## src/hdl/assert_macros.svh

```systemverilog
// ----------------------------------------------------------------------------
// assert_macros.svh
// Concurrent assertion shorthands shared by the RTL.
// ----------------------------------------------------------------------------
`ifndef ASSERT_MACROS_SVH
`define ASSERT_MACROS_SVH

// Check on every rising edge, suspended while reset is high.
`define ASSERT_CLKRST(label, clk, rst, prop, msg) \
   label: assert property (@(posedge clk) disable iff (rst) prop) else $error(msg);

// Check on every rising edge, reset included.
`define ASSERT_CLK(label, clk, prop, msg) \
   label: assert property (@(posedge clk) prop) else $error(msg);

`endif

```

## src/hdl/nsd_pkg.sv

```systemverilog
// ----------------------------------------------------------------------------
// nsd_pkg
// Types and constants of the netstring deframer.
// ----------------------------------------------------------------------------
package nsd_pkg;

   // Parser phase
   typedef enum logic [1:0] {
      PH_PREFIX  = 2'd0,
      PH_PAYLOAD = 2'd1,
      PH_COMMA   = 2'd2
   } phase_type;

   // Result kind
   typedef enum logic [1:0] {
      KIND_BYTE  = 2'd0,
      KIND_DONE  = 2'd1,
      KIND_ERROR = 2'd2
   } kind_type;

   // Error codes
   typedef enum logic [1:0] {
      ERR_PREFIX = 2'd0,
      ERR_ZERO   = 2'd1,
      ERR_LONG   = 2'd2,
      ERR_COMMA  = 2'd3
   } err_type;

   localparam logic [7:0] CH_COLON = 8'h3A;
   localparam logic [7:0] CH_COMMA = 8'h2C;
   localparam logic [7:0] CH_ZERO  = 8'h30;
   localparam logic [7:0] CH_NINE  = 8'h39;

   localparam int FRAME_LEN_WIDTH = 16;
   localparam int MAX_LEN_WIDTH   = 16;

   // Register file
   localparam int CSR_ADDR_WIDTH = 3;
   localparam int CSR_DATA_WIDTH = 32;
   localparam logic [CSR_ADDR_WIDTH-1:0] CSR_MAX_LENGTH_ADDR = 3'd0;
   localparam logic [MAX_LEN_WIDTH-1:0]  MAX_LENGTH_RESET    = 16'hFFFF;

   // One result item
   typedef struct packed {
      kind_type                   kind;
      logic [7:0]                 out_byte;
      err_type                    error_code;
      logic [FRAME_LEN_WIDTH-1:0] frame_length;
      logic                       last;
   } rsp_type;

endpackage

```

## src/hdl/nsd_csr.sv

```systemverilog
// ----------------------------------------------------------------------------
// nsd_csr
// APB register file holding the maximum payload length.
// ----------------------------------------------------------------------------
module nsd_csr (
   input  logic                                clock,
   input  logic                                reset,
   input  logic                                csr_psel,
   input  logic                                csr_penable,
   input  logic                                csr_pwrite,
   input  logic [nsd_pkg::CSR_ADDR_WIDTH-1:0]  csr_paddr,
   input  logic [nsd_pkg::CSR_DATA_WIDTH-1:0]  csr_pwdata,
   output logic [nsd_pkg::CSR_DATA_WIDTH-1:0]  csr_prdata,
   output logic                                csr_pready,
   output logic [nsd_pkg::MAX_LEN_WIDTH-1:0]   max_length
);

   logic [nsd_pkg::MAX_LEN_WIDTH-1:0] max_length_ff;
   logic [nsd_pkg::MAX_LEN_WIDTH-1:0] max_length_in;
   logic                              wr_max;

   assign csr_pready = 1'b1;
   assign wr_max     = csr_psel && csr_penable && csr_pwrite && csr_pready &&
                       (csr_paddr == nsd_pkg::CSR_MAX_LENGTH_ADDR);

   always_comb begin
      max_length_in = max_length_ff;
      if (wr_max) begin
         max_length_in = csr_pwdata[nsd_pkg::MAX_LEN_WIDTH-1:0];
      end
   end

   always_ff @(posedge clock) begin
      if (reset) begin
         max_length_ff <= nsd_pkg::MAX_LENGTH_RESET;
      end else begin
         max_length_ff <= max_length_in;
      end
   end

   always_comb begin
      csr_prdata = '0;
      if (csr_paddr == nsd_pkg::CSR_MAX_LENGTH_ADDR) begin
         csr_prdata = nsd_pkg::CSR_DATA_WIDTH'(max_length_ff);
      end
   end

   assign max_length = max_length_ff;

endmodule

```

## src/hdl/nsd_parser.sv

```systemverilog
// ----------------------------------------------------------------------------
// nsd_parser
// Netstring parse state machine: one byte in, at most one result out.
// ----------------------------------------------------------------------------
module nsd_parser #(
   parameter int LEN_WIDTH = 16
) (
   input  logic                              clock,
   input  logic                              reset,
   input  logic                              accept,
   input  logic [7:0]                        in_byte,
   input  logic [nsd_pkg::MAX_LEN_WIDTH-1:0] max_length,
   output logic                              res_push,
   output nsd_pkg::rsp_type                  res_data
);

   localparam int VW = LEN_WIDTH + 4;
   localparam int CW = (VW > nsd_pkg::MAX_LEN_WIDTH) ? VW : nsd_pkg::MAX_LEN_WIDTH;

   nsd_pkg::phase_type   phase_ff, phase_in;
   logic [LEN_WIDTH-1:0] length_ff, length_in;
   logic [LEN_WIDTH-1:0] left_ff, left_in;
   logic                 seen_ff, seen_in;

   logic [VW-1:0]        lv_ext;
   logic [VW-1:0]        next_value;
   logic                 too_long;
   logic                 is_digit;
   logic [LEN_WIDTH-1:0] left_dec;
   logic                 has_res;

   // length * 10 + digit, one spare nibble to see overflow
   assign lv_ext     = VW'(length_ff);
   assign next_value = (lv_ext << 3) + (lv_ext << 1) + VW'(in_byte[3:0]);
   assign too_long   = (CW'(next_value) > CW'(max_length)) ||
                       (next_value[VW-1:LEN_WIDTH] != '0);
   assign is_digit   = (in_byte >= nsd_pkg::CH_ZERO) && (in_byte <= nsd_pkg::CH_NINE);
   assign left_dec   = left_ff - LEN_WIDTH'(1);

   always_comb begin
      phase_in  = phase_ff;
      length_in = length_ff;
      left_in   = left_ff;
      seen_in   = seen_ff;
      has_res   = 1'b0;
      res_data  = '{kind:         nsd_pkg::KIND_BYTE,
                    out_byte:     8'h00,
                    error_code:   nsd_pkg::ERR_PREFIX,
                    frame_length: '0,
                    last:         1'b0};
      unique case (phase_ff)
         nsd_pkg::PH_PAYLOAD: begin
            left_in           = left_dec;
            has_res           = 1'b1;
            res_data.out_byte = in_byte;
            if (left_dec == '0) begin
               phase_in = nsd_pkg::PH_COMMA;
            end
         end
         nsd_pkg::PH_COMMA: begin
            has_res       = 1'b1;
            res_data.last = 1'b1;
            phase_in      = nsd_pkg::PH_PREFIX;
            length_in     = '0;
            left_in       = '0;
            seen_in       = 1'b0;
            if (in_byte == nsd_pkg::CH_COMMA) begin
               res_data.kind         = nsd_pkg::KIND_DONE;
               res_data.frame_length = nsd_pkg::FRAME_LEN_WIDTH'(length_ff);
            end else begin
               res_data.kind       = nsd_pkg::KIND_ERROR;
               res_data.error_code = nsd_pkg::ERR_COMMA;
            end
         end
         default: begin
            if (is_digit && !too_long) begin
               length_in = next_value[LEN_WIDTH-1:0];
               seen_in   = 1'b1;
            end else if (in_byte == nsd_pkg::CH_COLON && seen_ff && length_ff != '0) begin
               left_in  = length_ff;
               phase_in = nsd_pkg::PH_PAYLOAD;
            end else begin
               // any fault: report and restart the prefix
               has_res       = 1'b1;
               res_data.kind = nsd_pkg::KIND_ERROR;
               res_data.last = 1'b1;
               phase_in      = nsd_pkg::PH_PREFIX;
               length_in     = '0;
               left_in       = '0;
               seen_in       = 1'b0;
               if (is_digit) begin
                  res_data.error_code = nsd_pkg::ERR_LONG;
               end else if (in_byte == nsd_pkg::CH_COLON && seen_ff) begin
                  res_data.error_code = nsd_pkg::ERR_ZERO;
               end else begin
                  res_data.error_code = nsd_pkg::ERR_PREFIX;
               end
            end
         end
      endcase
   end

   assign res_push = accept && has_res;

   always_ff @(posedge clock) begin
      if (reset) begin
         phase_ff  <= nsd_pkg::PH_PREFIX;
         length_ff <= '0;
         left_ff   <= '0;
         seen_ff   <= 1'b0;
      end else if (accept) begin
         phase_ff  <= phase_in;
         length_ff <= length_in;
         left_ff   <= left_in;
         seen_ff   <= seen_in;
      end
   end

endmodule

```

## src/hdl/nsd_out_buf.sv

```systemverilog
// ----------------------------------------------------------------------------
// nsd_out_buf
// Two-entry output register with skid stage; ready depends on fill only.
// ----------------------------------------------------------------------------
module nsd_out_buf (
   input  logic             clock,
   input  logic             reset,
   input  logic             push,
   input  nsd_pkg::rsp_type push_data,
   output logic             space,
   output logic             out_valid,
   input  logic             out_ready,
   output nsd_pkg::rsp_type out_data
);

   logic             out_valid_ff, out_valid_in;
   logic             skid_valid_ff, skid_valid_in;
   nsd_pkg::rsp_type out_data_ff, out_data_in;
   nsd_pkg::rsp_type skid_data_ff, skid_data_in;
   logic             take;

   assign take  = out_valid_ff && out_ready;
   assign space = !skid_valid_ff;

   always_comb begin
      out_valid_in  = out_valid_ff;
      skid_valid_in = skid_valid_ff;
      out_data_in   = out_data_ff;
      skid_data_in  = skid_data_ff;
      if (skid_valid_ff) begin
         if (take) begin
            out_data_in   = skid_data_ff;
            skid_valid_in = 1'b0;
         end
      end else if (push) begin
         if (!out_valid_ff || take) begin
            out_data_in  = push_data;
            out_valid_in = 1'b1;
         end else begin
            // output stalled: park in the skid stage
            skid_data_in  = push_data;
            skid_valid_in = 1'b1;
         end
      end else if (take) begin
         out_valid_in = 1'b0;
      end
   end

   always_ff @(posedge clock) begin
      if (reset) begin
         out_valid_ff  <= 1'b0;
         skid_valid_ff <= 1'b0;
      end else begin
         out_valid_ff  <= out_valid_in;
         skid_valid_ff <= skid_valid_in;
      end
   end

   always_ff @(posedge clock) begin
      out_data_ff  <= out_data_in;
      skid_data_ff <= skid_data_in;
   end

   assign out_valid = out_valid_ff;
   assign out_data  = out_data_ff;

endmodule

```

## src/hdl/netstring_deframer.sv

```systemverilog
// ----------------------------------------------------------------------------
// netstring_deframer
// Byte-serial netstring deframer with APB-programmable maximum length.
//
// The block takes one byte per clock on req_ and parses "<digits>:<payload>,".
// Payload bytes come out on rsp_ one by one (tuser = byte kind); the comma
// produces a frame-complete result carrying the length, and any framing fault
// produces an error result, both with tlast high, after which parsing restarts
// at the length prefix. Results are registered in the output buffer. Throughput
// is one byte per cycle: the parse state updates as each byte is taken and
// results pass through a two-entry output buffer, so req_tready stays high
// unless both entries are full. No clearing pass is needed after reset.
// ----------------------------------------------------------------------------
`include "assert_macros.svh"

module netstring_deframer #(
   parameter int LEN_WIDTH = 16
) (
   input  logic                                clock,
   input  logic                                reset,
   // input stream
   input  logic                                req_tvalid,
   output logic                                req_tready,
   input  logic [7:0]                          req_tdata,  // [7:0] in_byte
   // result stream
   output logic                                rsp_tvalid,
   input  logic                                rsp_tready,
   output logic [31:0]                         rsp_tdata,  // [7:0] out_byte,
                                                            // [9:8] error_code,
                                                            // [25:10] frame_length
   output logic [1:0]                          rsp_tuser,  // [1:0] kind
   output logic                                rsp_tlast,
   // register port
   input  logic                                csr_psel,
   input  logic                                csr_penable,
   input  logic                                csr_pwrite,
   input  logic [nsd_pkg::CSR_ADDR_WIDTH-1:0]  csr_paddr,
   input  logic [nsd_pkg::CSR_DATA_WIDTH-1:0]  csr_pwdata,
   output logic [nsd_pkg::CSR_DATA_WIDTH-1:0]  csr_prdata,
   output logic                                csr_pready
);

   logic [nsd_pkg::MAX_LEN_WIDTH-1:0] max_length;
   logic                              accept;
   logic                              res_push;
   logic                              buf_space;
   nsd_pkg::rsp_type                  res_data;
   nsd_pkg::rsp_type                  out_data;

   assign req_tready = buf_space;
   assign accept     = req_tvalid && req_tready;

   nsd_csr u_csr (
      .clock       (clock),
      .reset       (reset),
      .csr_psel    (csr_psel),
      .csr_penable (csr_penable),
      .csr_pwrite  (csr_pwrite),
      .csr_paddr   (csr_paddr),
      .csr_pwdata  (csr_pwdata),
      .csr_prdata  (csr_prdata),
      .csr_pready  (csr_pready),
      .max_length  (max_length)
   );

   nsd_parser #(
      .LEN_WIDTH (LEN_WIDTH)
   ) u_parser (
      .clock      (clock),
      .reset      (reset),
      .accept     (accept),
      .in_byte    (req_tdata),
      .max_length (max_length),
      .res_push   (res_push),
      .res_data   (res_data)
   );

   nsd_out_buf u_out_buf (
      .clock     (clock),
      .reset     (reset),
      .push      (res_push),
      .push_data (res_data),
      .space     (buf_space),
      .out_valid (rsp_tvalid),
      .out_ready (rsp_tready),
      .out_data  (out_data)
   );

   assign rsp_tdata = {6'b0, out_data.frame_length, out_data.error_code, out_data.out_byte};
   assign rsp_tuser = out_data.kind;
   assign rsp_tlast = out_data.last;

   `ASSERT_CLKRST(a_last_marks_end, clock, reset,
      rsp_tvalid |-> (rsp_tlast == (rsp_tuser != nsd_pkg::KIND_BYTE)),
      "tlast does not match result kind")

   `ASSERT_CLKRST(a_error_fields_clear, clock, reset,
      (rsp_tvalid && rsp_tuser == nsd_pkg::KIND_ERROR) |->
         (out_data.out_byte == 8'h00 && out_data.frame_length == '0),
      "error result carries payload or length")

   `ASSERT_CLKRST(a_max_length_held, clock, reset,
      !(csr_psel && csr_penable && csr_pwrite) |=> $stable(max_length),
      "max_length changed without a register write")

   `ASSERT_CLK(a_reset_empties, clock,
      reset |=> !rsp_tvalid && req_tready,
      "output buffer not empty after reset")

endmodule
```

## config.mk

```make
export PLATFORM = sky130hd
export DESIGN_NAME = netstring_deframer
export DESIGN_NICKNAME = d
export VERILOG_FILES = /design/src/hdl/nsd_pkg.sv /design/src/hdl/nsd_csr.sv /design/src/hdl/nsd_parser.sv /design/src/hdl/nsd_out_buf.sv /design/src/hdl/netstring_deframer.sv
export VERILOG_INCLUDE_DIRS = /design/src /design/src/hdl
export SDC_FILE = /design/constraint.sdc
export NUM_CORES = 1
export LEC_CHECK = 0
export CORE_MARGIN = 5
export CORE_UTILIZATION = 35
export DETAILED_ROUTE_END_ITERATION = 12
export DONT_BUFFER_PORTS = 1
export MAX_ROUTING_LAYER = met4
export PLACE_DENSITY = 0.55
export SLEW_MARGIN = 20
export SYNTH_ARGS = -nofsm -noshare
export SYNTH_HDL_FRONTEND = slang
export SYNTH_SLANG_ARGS = --single-unit
```

## constraint.sdc

```tcl
create_clock -name clock -period 9.2 [get_ports clock]
set_input_delay 0.46 -clock clock [delete_from_list [all_inputs] [get_ports clock]]
set_output_delay 0.46 -clock clock [all_outputs]
set_load 0.1 [all_outputs]
```

; Word level (Yosys, flattened, before mapping)
; Index checks and enable logic that the tools add are counted.
[word_totals]
ff_bits = 111
output_inout_bits = 70
word_cells = 106
[op_classes]
n_addsub = 3
order_cmp = 3
n_eq_ne = 9
mux = 41
bitwise_logic = 3
reduce_logical = 30
[ops]
columns = op, n
row1 = 29-bit 2-to-1 mux, 4
row2 = 16-bit 2-to-1 mux, 6
row3 = 16-bit one-hot mux with 2 select lines, 2
row4 = 19-bit by 17-bit adder with 20-bit output, 1
row5 = 20-bit by 4-bit adder with 20-bit output, 1
row6 = 20-bit by 16-bit > comparator with 1-bit output, 1
row7 = 2-bit 2-to-1 mux, 9
row8 = "8-bit by 6-bit equality test with 1-bit output, second input constant", 2
row9 = 16-bit zero test, 1
row10 = 16-bit nonzero test, 1
row11 = "16-bit by 1-bit subtractor with 16-bit output, second input constant", 1
row12 = 3-bit AND reduction, 5
row13 = 1-bit 2-to-1 mux, 14
row14 = 2-bit one-hot mux with 2 select lines, 3
row15 = 1-bit logical AND, 10
row16 = "8-bit by 6-bit >= comparator with 1-bit output, second input constant", 1
row17 = "8-bit by 6-bit less-or-equal comparator with 1-bit output, second input constant", 1
row18 = 8-bit 2-to-1 mux, 1
row19 = 2-bit nonzero test, 3
row20 = "2-bit by 1-bit != test with 1-bit output, second input constant", 2
row21 = 1-bit one-hot mux with 2 select lines, 2
row22 = 2-bit AND reduction, 2
row23 = 4-bit nonzero test, 1
row24 = 1-bit zero test, 3
row25 = other kinds (9), 12

; Logic depth before layout (Yosys ltp)
[depth]
depth_word = 11
depth_mapped = 22
mapped_depth_nobuf = 20

; Hierarchy
; Synthesis repeated with hierarchy kept, for this count alone.
[unflattened]
hier_cells = 688
area_unflattened_um2 = 6959.2
[modules_own_cells]
columns = mod, instances, cells_each, area_per_inst_um2, seq_area_each_um2
row1 = nsd_parser, 1, 463, 3657.3, 700.7
row2 = nsd_out_buf, 1, 104, 2359.8, 1781.7
row3 = nsd_csr, 1, 113, 887.1, 320.3
row4 = netstring_deframer, 1, 8, 55.1, 0.0

; Least setup slack after synthesis
; Ideal clock, no wire load.
[synth_path]
path_type = input to register
start = input port req_tdata[3]
end = register u_out_buf.skid_data_ff[0] in the netlist's numbering (enable)
setup_time_ps = 498
arrival_ps = 6783
t_required_ps = 8702
path_slack_ps = 1919
cell_stages = 19
cell_sequence = inv_1 -> fa_1 -> inv_1 -> ha_1 -> a211oi_2 -> o21ai_0 -> and4_1 -> or3_1 -> xnor2_1 -> ha_1 -> nand2_1 -> o21ai_0 -> nand2b_1 -> o31a_1 -> a211o_1 -> or4_1 -> buf_6 -> nand2_2 -> nor4b_1
[synth_via]
elab_chain_len = 9
[synth_rtl]
columns = item, line
row1 = start: declaration, netstring_deframer.sv:24  ; input logic [7:0] req_tdata,
row2 = 20-bit by 4-bit adder with 20-bit output, nsd_parser.sv:34  ; assign next_value = (lv_ext << 3) + (lv_ext << 1) + VW'(in_byte[3:0]);
row3 = 20-bit by 16-bit > comparator with 1-bit output / 4-bit nonzero test (equally long branches), "nsd_parser.sv:35, nsd_parser.sv:36"
row4 = 1-bit logical OR, nsd_parser.sv:35  ; assign too_long = (CW'(next_value) > CW'(max_length)) ||
row5 = 1-bit zero test, nsd_parser.sv:76  ; if (is_digit && !too_long) begin
row6 = 1-bit logical AND, nsd_parser.sv:76
row7 = 1-bit 2-to-1 mux *, nsd_parser.sv:76
row8 = 1-bit 2-to-1 mux *, nsd_parser.sv:51  ; unique case (phase_ff)
row9 = 1-bit logical AND *, nsd_parser.sv:103  ; assign res_push = accept && has_res;
row10 = 3-bit AND reduction (no source line) *, --
row11 = end signal: assignment, nsd_out_buf.sv:61  ; skid_data_ff <= skid_data_in;
row12 = end: declaration, nsd_out_buf.sv:19  ; nsd_pkg::rsp_type skid_data_ff, skid_data_in;
; Mark *: on every way between the ends. The rest lies on a longest branch, timed or not.
; A chain may end at the register's enable or synchronous reset.

; Worst setup path after layout
[layout_path]
start = register u_parser.length_ff[0]
end = register u_out_buf.skid_data_ff[15] in the netlist's numbering (enable)
[layout_via]
elab_chain_len = 10
[layout_rtl]
columns = item, line
row1 = start: declaration, nsd_parser.sv:21  ; logic [LEN_WIDTH-1:0] length_ff, length_in;
row2 = start signal: assignment, nsd_parser.sv:113  ; length_ff <= length_in;
row3 = 19-bit by 17-bit adder with 20-bit output, nsd_parser.sv:34
row4 = 20-bit by 4-bit adder with 20-bit output, nsd_parser.sv:34
row5 = 20-bit by 16-bit > comparator with 1-bit output / 4-bit nonzero test (equally long branches), "nsd_parser.sv:35, nsd_parser.sv:36"
row6 = 1-bit logical OR, nsd_parser.sv:35
row7 = 1-bit zero test, nsd_parser.sv:76
row8 = 1-bit logical AND, nsd_parser.sv:76
row9 = 1-bit 2-to-1 mux *, nsd_parser.sv:76
row10 = 1-bit 2-to-1 mux *, nsd_parser.sv:51
row11 = 1-bit logical AND *, nsd_parser.sv:103
row12 = 3-bit AND reduction (no source line) *, --
; Marked as above.

==> impl_metrics.yaml <==
power:
  cellLeakagePower_nw: 2.959
  p_per_area_nw_per_um2: 164.9
  max-vdd-ir-drop_mv: 0.08492
finish:
  filler_cell_count: 1844
  layout_common_cells: "edfxtp_1, dfxtp_1, ha_1"
  flow.area_growth_from_synthesis_pct: 5.943
  layout_commonest_cell: "edfxtp_1"
  number_of_nets_in_the_layout: 744
  final_core_utilization: 0.3767
  layout-drive-gt1-share: 0.1146
  antennaDiodeCount: 0
clock_tree:
  cts_hold_buf: 0
  cts_root_buffer: "clkbuf_16"
  numCtsBuffers: 9
  clock_pin_slew_reported_for_the_worst_setup_and_hold_paths_after_clock_tree_synthesis_ns: 0.08
  cts_resized: 0
  clkLatencyLatePin_ns: 0.37
  maximum_clock_insertion_buffer_count: 2
  clock_sink_count: 111
  number_of_h_tree_branching_levels: 3
  cts_tree: "built"
  post-cts-setup-buffer-count: 0
timing:
  min_period_over_period: 0.6933
  hold_violations: 0
  setup_violating_endpoint_count_in_the_final_report: 0
  final.setup.tns_ns: 0
  max_slew.worst_pin.slew_ns: 1.127
  post-route-min-period_ns: 6.379
  max_clock_freq_mhz: 156.8
  grt_setup_unrepaired: "false"
  final_max_slew_viol_count: 0
  max-slew-margin-rel: 0.2479
  clock-skew-final_ns: 0.01380
routing:
  postRouteAntennaNets: 0
  avg_vias_per_cell: 5.655
  routed_wl_um: 16670
  routedWlPerCell_um: 18.94
  drc: 0
  vias: 4976
  detailed_route_iter0_violations: 298
  first_pass_iters: 5
yosys:
  synth_cell_type_count: 69
  yosysWarnings: 0
  yosys_most_used_dff: "edfxtp_1"
  netlist_area_before_placement_um2: 6674
  synth-seq-area-share: 0.4199
  netlist.top_cell.by_area: "edfxtp_1"
  syn_area_per_cell_um2: 10.11
  synth_enable_flop_cells: 58
  portion_of_synthesized_cell_area_occupied_by_the_leading_cell_type: 0.2610
  ys_ff_latch: 111
  share_of_flip_flops_with_an_asynchronous_set_or_reset: 0
  synthesis.instances: 660
  synth_area_leaders: "edfxtp_1, dfxtp_1, ha_1"
critical_path:
  path_delay_family: "simple AND/OR/NAND/NOR gates"
  critPathLaunchType: "register"
  timing.reg2reg.setup_slack_ns: 2.82
  critical_path.max_fanout: 29
  crit_chain: "inv_1 -> fa_1 -> inv_1 -> ha_1 -> a211oi_2 -> o21ai_0 -> and4_1 -> or3_1 -> xnor2_1 -> ha_1 -> a21oi_1 -> o21ai_0 -> or4b_1 -> a211o_1 -> or4_1 -> nand2_2 -> nor4b_2 -> buf_4"
  worst_path_largest_cell_delay_ns: 0.91
  timing.critical_path.arrival_ns: 6.46
  critPathBufInv: 3
  critical_path_required_ns: 9.28
  endpoint_kind: "register"
  worstSetupPathType: "register to register"
  critPathSlowestCell: "or4_1"
floorplanning:
  die_y_um: 148.1
  die-area_um2: 21930
  initial_utilization: 0.3556
  floorplan.core_area_um2: 18770
  ioPinCount: 120
  core.rowCount: 50
  die_w_um: 148.1
global_route:
  first_global_vias: 4994
  grt_max_degree: 33
  wire_length_of_the_first_global_routing_pass_um: 26750
  grt-ovfl-total: 0
  number_of_antenna_violations_at_the_first_check_in_global_routing: 0
  track_usage: 0.1574
run:
  max_cap_viol_count: 0
placement:
  hpwl_after_detailed_placement_um: 11880
  io_buffers: 0
  place.gp.congestion: 0.8904
hold_path:
  worstHoldPathType: "primary input to register"
outcome:
  status: "finished, final reports clean"
[cells in the mapped netlist, types with 16 or more instances]
master / instances
and3_1: 18
a21oi_1: 40
clkbuf_1: 26
buf_4: 24
mux2_2: 29
dfxtp_1: 53
ha_1: 51
o21ai_0: 20
edfxtp_1: 58
o211ai_1: 22
and2_1: 25
a22o_1: 16
inv_1: 33
nor2_1: 30
nand2_1: 47
[path summary, 6_finish.rpt]
check | start | to | cells past startpoint
hold reg to reg | u_parser.seen_ff$_SDFFE_PP0P_ | u_parser.seen_ff$_SDFFE_PP0P_ | 2
setup reg to reg | u_parser.length_ff[0]$_SDFFE_PP0P_ | u_out_buf.skid_data_ff[15]$_DFFE_PP_ | 18
hold / removal | reset | u_out_buf.skid_valid_ff$_SDFF_PP0_ | 1
setup / recovery | u_parser.length_ff[0]$_SDFFE_PP0P_ | u_out_buf.skid_data_ff[15]$_DFFE_PP_ | 18
[through the flow]
stage          cell area [um2]  hold slack [ns]  setup WS [ns]  instances  total power [mW]
3_5_place_dp              6773           0.4628          2.872        864            0.7824
5_1_grt                   7071           0.1461          2.493        880             1.207
3_3_place_gp              6765           0.4543          2.909        864            0.7803
6_report                  7071           0.1655          2.821        880             1.166
2_1_floorplan             6753           0.4459          1.919        681            0.7731
4_1_cts                   7069           0.1482          2.841        880             1.179
[layout make-up]
type | instances | area, um2 | share of cell area
Multi-Input combinational cell | 480 | 3512 | 0.4967
Sequential cell | 111 | 2803 | 0.3964
Tap cell | 234 | 292.8 | 0.04141
Clock buffer | 9 | 225.2 | 0.03185
Inverter | 34 | 128.9 | 0.01823
Clock inverter | 7 | 71.32 | 0.01009
Timing Repair Buffer | 5 | 37.54 | 0.005309
[where the power goes]
group          switching, mW  internal [mW]
clock network          0.202          0.192
registers             0.0890          0.540
logic                  0.113         0.0294
[state kept, by name (all words and copies together) (netlist names)]
| name | count |
|---|---|
| u_parser.left_ff | 16 |
| u_out_buf.skid_data_ff | 29 |
| u_parser.length_ff | 16 |
| u_out_buf.out_data | 29 |
| u_out_buf.skid_valid_ff | 1 |
| u_parser.phase_ff | 2 |
| u_out_buf.out_valid | 1 |
| u_csr.max_length | 16 |
| u_parser.seen_ff | 1 |
[routing by layer]
| layer | GRT usage | vias up | part of all wire |
|---|---|---|---|
| li1 | - | 2380 | - |
| met1 | 0.2161 | 2382 | 0.48 |
| met2 | 0.2277 | 185 | 0.43 |
| met3 | 0.03260 | 29 | 0.068 |
| met4 | 0.06282 | 0 | 0.024 |
| met5 | - | - | 0 |
[cell families after synthesis]
group / Yosys count / share of synthesized area
AO/OA/AOI/OAI: 165 / 0.1807
flip-flops: 111 / 0.4199
multiplexers: 30 / 0.05043
XOR/XNOR: 19 / 0.02493
AND/OR/NAND/NOR: 190 / 0.1530
adder cells (fa/ha/maj): 53 / 0.1016
buffers and inverters: 90 / 0.06824
other: 2 / 0.001125
Power figures use the tool's default switching activity.
